===== src/rtl/bbcd_pkg.sv =====
package bbcd_pkg;

   localparam int DATA_W = 32;
   localparam int CFG_W = 16;
   localparam int CSR_IDX_W = 2;
   localparam int PROD_W = DATA_W + CFG_W;

   localparam logic [DATA_W-1:0] NO_DELAY_LIMIT = 32'h2000_0000;
   localparam logic [DATA_W-1:0] DIV_NO_DELAY = 32'hFFFF_FFFF;
   localparam logic [DATA_W-1:0] DIV_SLOWEST = 32'hFFFF_FFFE;

   localparam logic [CSR_IDX_W-1:0] CSR_CPU_FREQ = 2'd0;
   localparam logic [CSR_IDX_W-1:0] CSR_OVERHEAD = 2'd1;
   localparam logic [CSR_IDX_W-1:0] CSR_LOOP = 2'd2;

   localparam logic [DATA_W-1:0] RST_CPU_FREQ = 32'd480000000;
   localparam logic [CFG_W-1:0] RST_OVERHEAD = 16'd27;
   localparam logic [CFG_W-1:0] RST_LOOP = 16'd2;

endpackage


===== src/rtl/bbcd_div.sv =====
// Pipelined restoring divider: one quotient bit per register stage.
module bbcd_div
   import bbcd_pkg::*;
#(
   parameter int SIDE_W = 1
) (
   input  logic              clock,
   input  logic              reset,
   input  logic              en,
   input  logic              in_valid,
   input  logic [DATA_W-1:0] dividend,
   input  logic [DATA_W-1:0] divisor,
   input  logic [SIDE_W-1:0] in_side,
   output logic              out_valid,
   output logic [DATA_W-1:0] quotient,
   output logic [DATA_W-1:0] remainder,
   output logic [SIDE_W-1:0] out_side
);

   logic              vld_ff  [0:DATA_W];
   logic [DATA_W-1:0] rem_ff  [0:DATA_W];
   logic [DATA_W-1:0] qd_ff   [0:DATA_W];
   logic [DATA_W-1:0] den_ff  [0:DATA_W];
   logic [SIDE_W-1:0] side_ff [0:DATA_W];

   // Entry zero is the unregistered input of the first step.
   assign vld_ff[0]  = in_valid;
   assign rem_ff[0]  = '0;
   assign qd_ff[0]   = dividend;
   assign den_ff[0]  = divisor;
   assign side_ff[0] = in_side;

   for (genvar i = 0; i < DATA_W; i++) begin : g_step
      logic [DATA_W:0]   shifted;
      logic [DATA_W:0]   diff;
      logic              ge;
      logic [DATA_W-1:0] rem_in;
      logic [DATA_W-1:0] qd_in;

      always_comb begin
         shifted = {rem_ff[i], qd_ff[i][DATA_W-1]};
         diff    = shifted - {1'b0, den_ff[i]};
         ge      = ~diff[DATA_W];
         rem_in  = ge ? diff[DATA_W-1:0] : shifted[DATA_W-1:0];
         qd_in   = {qd_ff[i][DATA_W-2:0], ge};
      end

      always_ff @(posedge clock) begin
         if (reset) begin
            vld_ff[i+1] <= 1'b0;
         end else if (en) begin
            vld_ff[i+1] <= vld_ff[i];
         end
         if (en) begin
            rem_ff[i+1]  <= rem_in;
            qd_ff[i+1]   <= qd_in;
            den_ff[i+1]  <= den_ff[i];
            side_ff[i+1] <= side_ff[i];
         end
      end
   end

   assign out_valid = vld_ff[DATA_W];
   assign quotient  = qd_ff[DATA_W];
   assign remainder = rem_ff[DATA_W];
   assign out_side  = side_ff[DATA_W];

endmodule


===== config.mk =====
export PLATFORM = sky130hd
export DESIGN_NAME = bbcd_div
export DESIGN_NICKNAME = d
export VERILOG_FILES = /design/src/rtl/bbcd_pkg.sv /design/src/rtl/bbcd_div.sv
export SDC_FILE = /design/constraint.sdc
export NUM_CORES = 2
export LEC_CHECK = 0
export BUFFER_PORTS_ARGS = -buffer_cell sky130_fd_sc_hd__buf_2
export CAP_MARGIN = 20
export CORE_MARGIN = 2
export CORE_UTILIZATION = 34
export DETAILED_ROUTE_END_ITERATION = 12
export PLACE_DENSITY = 0.51
export SKIP_CTS_REPAIR_TIMING = 1
export SLEW_MARGIN = 20
export SYNTH_ARGS = -nofsm -noshare
export SYNTH_HDL_FRONTEND = slang
export SYNTH_SLANG_ARGS = --single-unit

===== constraint.sdc =====
create_clock -name clock -period 7.1 [get_ports clock]
set_input_delay 0.71 -clock clock [delete_from_list [all_inputs] [get_ports clock]]
set_output_delay 0.71 -clock clock [all_outputs]
set_load 0.05 [all_outputs]

# Yosys cells after proc, flatten, opt, wreduce, memory -nomap -nowiden
# Cells that the tools add are included.
dict set report word_totals {
  ff_bits 3104
  output_inout_bits 66
  elab_cells 256
}
dict set report op_classes {
  addsub 32
  n_mux 32
  bitwise 32
}
# operator n
set op_table {}
lappend op_table {{subtractor 33 x 32 -> 33 bit} 31}
lappend op_table {{2-to-1 mux 32 bit} 31}
lappend op_table {{subtractor 1 x 32 -> 33 bit} 1}
lappend op_table {{NOT 1 bit} 32}
lappend op_table {{2-to-1 mux 1 bit} 1}

# Longest topological paths before layout
dict set report logic_depth {
  depth_word 2
  ltp_mapped 16
  depth_no_buf 14
}

# Least setup slack after synthesis
# OpenSTA, ideal clock, no wires.
dict set report synth_path {
  path_kind {register to register}
  start {register den_ff[672] in the netlist's numbering}
  end {register rem_ff (netlist bit g_step[12].shifted[28]) (data pin)}
  setup_time_ns 0.262
  arrival_ns 3.692
  required_time_ns 6.838
  slack_ns 3.146
  stages_incl_launch_ff 15
  n_path_buf 1
  period_less_slack_ns 3.954
  cell_sequence {edfxtp_1 ha_1 fa_1 nand2b_1 a21oi_1 o211ai_1 a21oi_1 nor3_1 o41ai_2 a31oi_1 o41ai_1 a21oi_1 xor2_1 buf_2 mux2_1}
}
dict set report synth_via {
  elab_chain_len 2
}
# item line_no
set synth_lines {}
lappend synth_lines {{from (decl)} bbcd_div.sv:23} ;# logic [DATA_W-1:0] den_ff [0:DATA_W];
lappend synth_lines {{from (signal, indexed assignment)} bbcd_div.sv:57} ;# den_ff[i+1] <= den_ff[i];
lappend synth_lines {{subtractor 33 x 32 -> 33 bit} bbcd_div.sv:42} ;# diff = shifted - {1'b0, den_ff[i]};
lappend synth_lines {{2-to-1 mux 32 bit} bbcd_div.sv:44} ;# rem_in = ge ? diff[DATA_W-1:0] : shifted[DATA_W-1:0];
lappend synth_lines {{net g_step[11].rem_in[27]} bbcd_div.sv:37} ;# logic [DATA_W-1:0] rem_in;
lappend synth_lines {{to (signal, indexed assignment)} bbcd_div.sv:55} ;# rem_ff[i+1] <= rem_in;
lappend synth_lines {{to (decl)} bbcd_div.sv:21} ;# logic [DATA_W-1:0] rem_ff [0:DATA_W];
# The timed path passes the listed nets, and every way through them passes these cells.
# A chain may end at the register's enable or synchronous reset.

# Worst setup path after layout
dict set report layout_path {
  start {register den_ff[320] in the netlist's numbering}
  end {register rem_ff (netlist bit g_step[23].shifted[28]) (data pin)}
}
dict set report layout_via {
  elab_chain_len 2
}
# item line_no
set layout_lines {}
lappend layout_lines {{subtractor 33 x 32 -> 33 bit} bbcd_div.sv:42}
lappend layout_lines {{2-to-1 mux 32 bit} bbcd_div.sv:44}
lappend layout_lines {{net g_step[22].rem_in[27]} bbcd_div.sv:37}
# The timed path passes the listed nets, and every way through them passes these cells.

==> impl_metrics.yaml <==
timing:
  slew-limit-headroom_pct: 22.36
  finalSetupTns_ns: 0
  fmax_ghz: 0.1859
  post-route-period-util_pct: 75.78
  setup_viol: 0
  worstMarginPinSlew_ns: 1.154
  setup_slack_ns: 1.720
  slew_violations: 0
  min_period_ns: 5.380
  skew_ns: 0.07197
  rsz0062_at_grt: "false"
  finalHoldViolCount: 0
flow_run:
  max_cap_viol_count: 0
power:
  p_seq_share_pct: 35.0
  swShare_pct: 35.40
  combPwrFrac_pct: 42.6
  internal-power_uw: 54570
  p_sw_uw: 29900
  ir_drop_uv: 242.7
  power_density_nw_per_um2: 473.5
  fin_total_pwr_uw: 84470
  clockPowerShare_pct: 22.5
  power_leakage_uw: 0.07123
placement:
  portBuffers: 134
  pre_cts_ws_ns: 1.671
  gp_congestion: 0.8376
  dp_hpwl_microns: 233600
min_path:
  min_path_type: "in2reg"
  hold_path.startpoint: "dividend[31]"
  hold-path-cell-count: 3
  whs_endpoint: "g_step[1].shifted[1]"
worst_setup_path:
  r2r-start: "den_ff[320]"
  start_kind: "register"
  crit_path_start: "den_ff[320]"
  required_ns: 7.78
  cp.arrival_ns: 6.06
  rrSetupSlack_ns: 1.72
  reg2reg_to: "g_step[23].shifted[28]"
  reg2reg_depth: 14
  endpoint_kind: "register"
  critPathMaxFanout: 28
  crit_type: "reg2reg"
final_layout:
  most-common-layout-cells: "edfxtp_1 (3072), inv_1 (1254), ha_1 (994), a21oi_1 (794), mux2_1 (589)"
  syn2layout_area_growth_pct: 13.65
  final_common_cell: "edfxtp_1"
  multi_input_area_sq_um: 58750
  seqCellArea_sq_um: 92890
  final_layout_size_suffix_gt1_share_pct: 8.301
  final.fill_count: 43670
  fin_nets: 13610
grt:
  first_global_vias: 91880
  track_usage_pct: 13.53
  grt_pass1_wl_microns: 513400
  grt.overflow.total: 0
  grt_max_degree: 162
  antenna_found_initial: 8
clock_network:
  clk_path_buf_depth: 4
  root_buffer: "clkbuf_16"
  clkSinkCount: 3104
  clk_pin_slew_ns: 0.06
  cts_made_buffers: 366
  h-tree-depth: 5
  cts_tree: "yes"
  clock_latency_ns: 0.98
routing:
  drt_pass1_iterations: 5
  drc_errors: 0
  dr.first_iter.drc_count: 5094
  wl_per_cell_microns: 17.16
  vias: 91130
  ant_nets: 0
  drt_wl_total_microns: 325500
  routed_via_density: 4.804
die:
  initial_utilization_pct: 34.13
  core_sq_um: 459800
  die_w_microns: 683.5
  io_pins: 135
  rows: 249
  die_area_sq_um: 467100
  die_height_microns: 683.5
synthesis:
  yosysUniqueCellTypes: 95
  synth-edff-count: 3072
  ys_async_sr_fraction_pct: 0
  avgSynthCellArea_sq_um: 12.97
  netlist_area_sq_um: 157000
  ys_warn_count: 0
  synthCells: 12100
  ys_seq_area_share_pct: 59.18
  ys_seq_elements: 3104
  synthFlopType: "edfxtp_1"
run_status:
  status: "finished clean"
-- worst max path at each step --
stage	end	slack [ns]	depth (start not counted)
5_1_grt	g_step[6].shifted[2]	1.38	14
3_5_place_dp	g_step[6].shifted[2]	1.67	14
2_1_floorplan	g_step[12].shifted[28]	3.15	14
6_report	g_step[23].shifted[28]	1.72	14
3_3_place_gp	g_step[6].shifted[2]	1.70	14
4_1_cts	g_step[6].shifted[2]	1.63	14
-- power groups by stage --
stage          Combinational [uW]  Clock (uW)  Sequential [uW]
4_1_cts                     36000       19700            29700
3_5_place_dp                35700           0            30000
2_1_floorplan               28100           0            28500
6_report                    36000       19000            29500
5_1_grt                     40200       20400            30000
3_3_place_gp                35500           0            30100
-- per-layer routing --
metal  vias to the layer above  global-route usage (%)  part of all wire, %
li1                      45750                       -                    -
met1                     43620                   16.98                   44
met2                      1225                   24.08                   50
met3                       541                   1.963                  3.3
met4                         0                   3.993                  2.9
met5                         -                       0                    0
-- cell usage after synthesis (34+ instances only) --
library cell	count	area share (%)
a221oi_1	58	0.32
mux2_2	209	1.5
nand2_1	517	1.2
o21a_1	114	0.55
o211ai_1	54	0.26
nor2b_1	136	0.54
a21o_1	558	2.7
o21bai_1	115	0.55
xnor2_1	557	3.1
nand4_1	95	0.38
a21oi_1	794	2.5
clkbuf_1	153	0.37
edfxtp_1	3072	59
o21ai_1	57	0.18
and3_1	102	0.41
o21ai_0	460	1.5
xor2_1	286	1.6
o31ai_1	51	0.24
mux2_1	589	4.2
a31oi_1	88	0.35
inv_1	1254	3.0
mux2i_1	119	0.76
ha_1	994	7.9
buf_2	68	0.22
a41oi_1	34	0.19
a211oi_1	65	0.31
nand2b_1	150	0.60
nand3_1	167	0.53
nor2_1	510	1.2
nor3_1	94	0.30
-- critical path, cell delays in order, from the launching register on --
cell      delay, ns
edfxtp_1       0.38
ha_1           0.24
fa_1           0.40
nor2b_1        0.13
o21ai_1        0.10
a31oi_1        0.35
nor4_1         0.13
nor3_1         0.53
a41oi_1        0.26
a21oi_1        0.41
a311oi_1       0.18
o31ai_1        0.54
xor2_4         0.80
buf_4          0.29
mux2_1         0.34
-- cell families (layout without fill, tap and decap cells) --
| family | after synthesis | in the layout | share of synthesized area [%] |
|---|---|---|---|
| flops | 3104 | 3104 | 59.18 |
| compound gates | 2744 | 2744 | 11.33 |
| simple gates | 1938 | 1938 | 5.986 |
| buf+inv | 1497 | 2199 | 3.679 |
| fa+ha+maj | 1025 | 1025 | 8.319 |
| mux | 944 | 944 | 6.742 |
| xor+xnor | 849 | 849 | 4.766 |
| other cells | 1 | 19 | 0.002389 |
-- stage by stage --
stage	area, sq um	std cells	hold slack, ns	utilization, %
after CTS	177700	18900	-0.2395	38.64
after detailed placement	165500	18230	0.4045	36.00
after global placement	165500	18230	0.4005	35.98
after global routing	178400	18970	0.08523	38.79
after floorplan	157000	12120	0.4003	-
final	178400	18970	0.1156	38.80
-- cell type report --
| cell class | count | area share, % |
|---|---|---|
| Antenna cell | 4 | 0.005611 |
| Inverter | 1254 | 2.638 |
| Clock buffer | 451 | 5.351 |
| Clock inverter | 220 | 1.455 |
| Sequential cell | 3104 | 52.07 |
| Timing Repair Buffer | 274 | 1.239 |
| Multi-Input combinational cell | 7515 | 32.93 |
| Tap cell | 6149 | 4.313 |
-- flip-flops by register name, summed over array words and instances (netlist names) --
name and cells:
den_ff 992, side_ff 31, remainder 32, quotient 32, vld_ff 31, out_valid 1
g_step.qd_in 961, out_side 1, g_step.shifted 1023
Power figures use the tool's default switching activity.
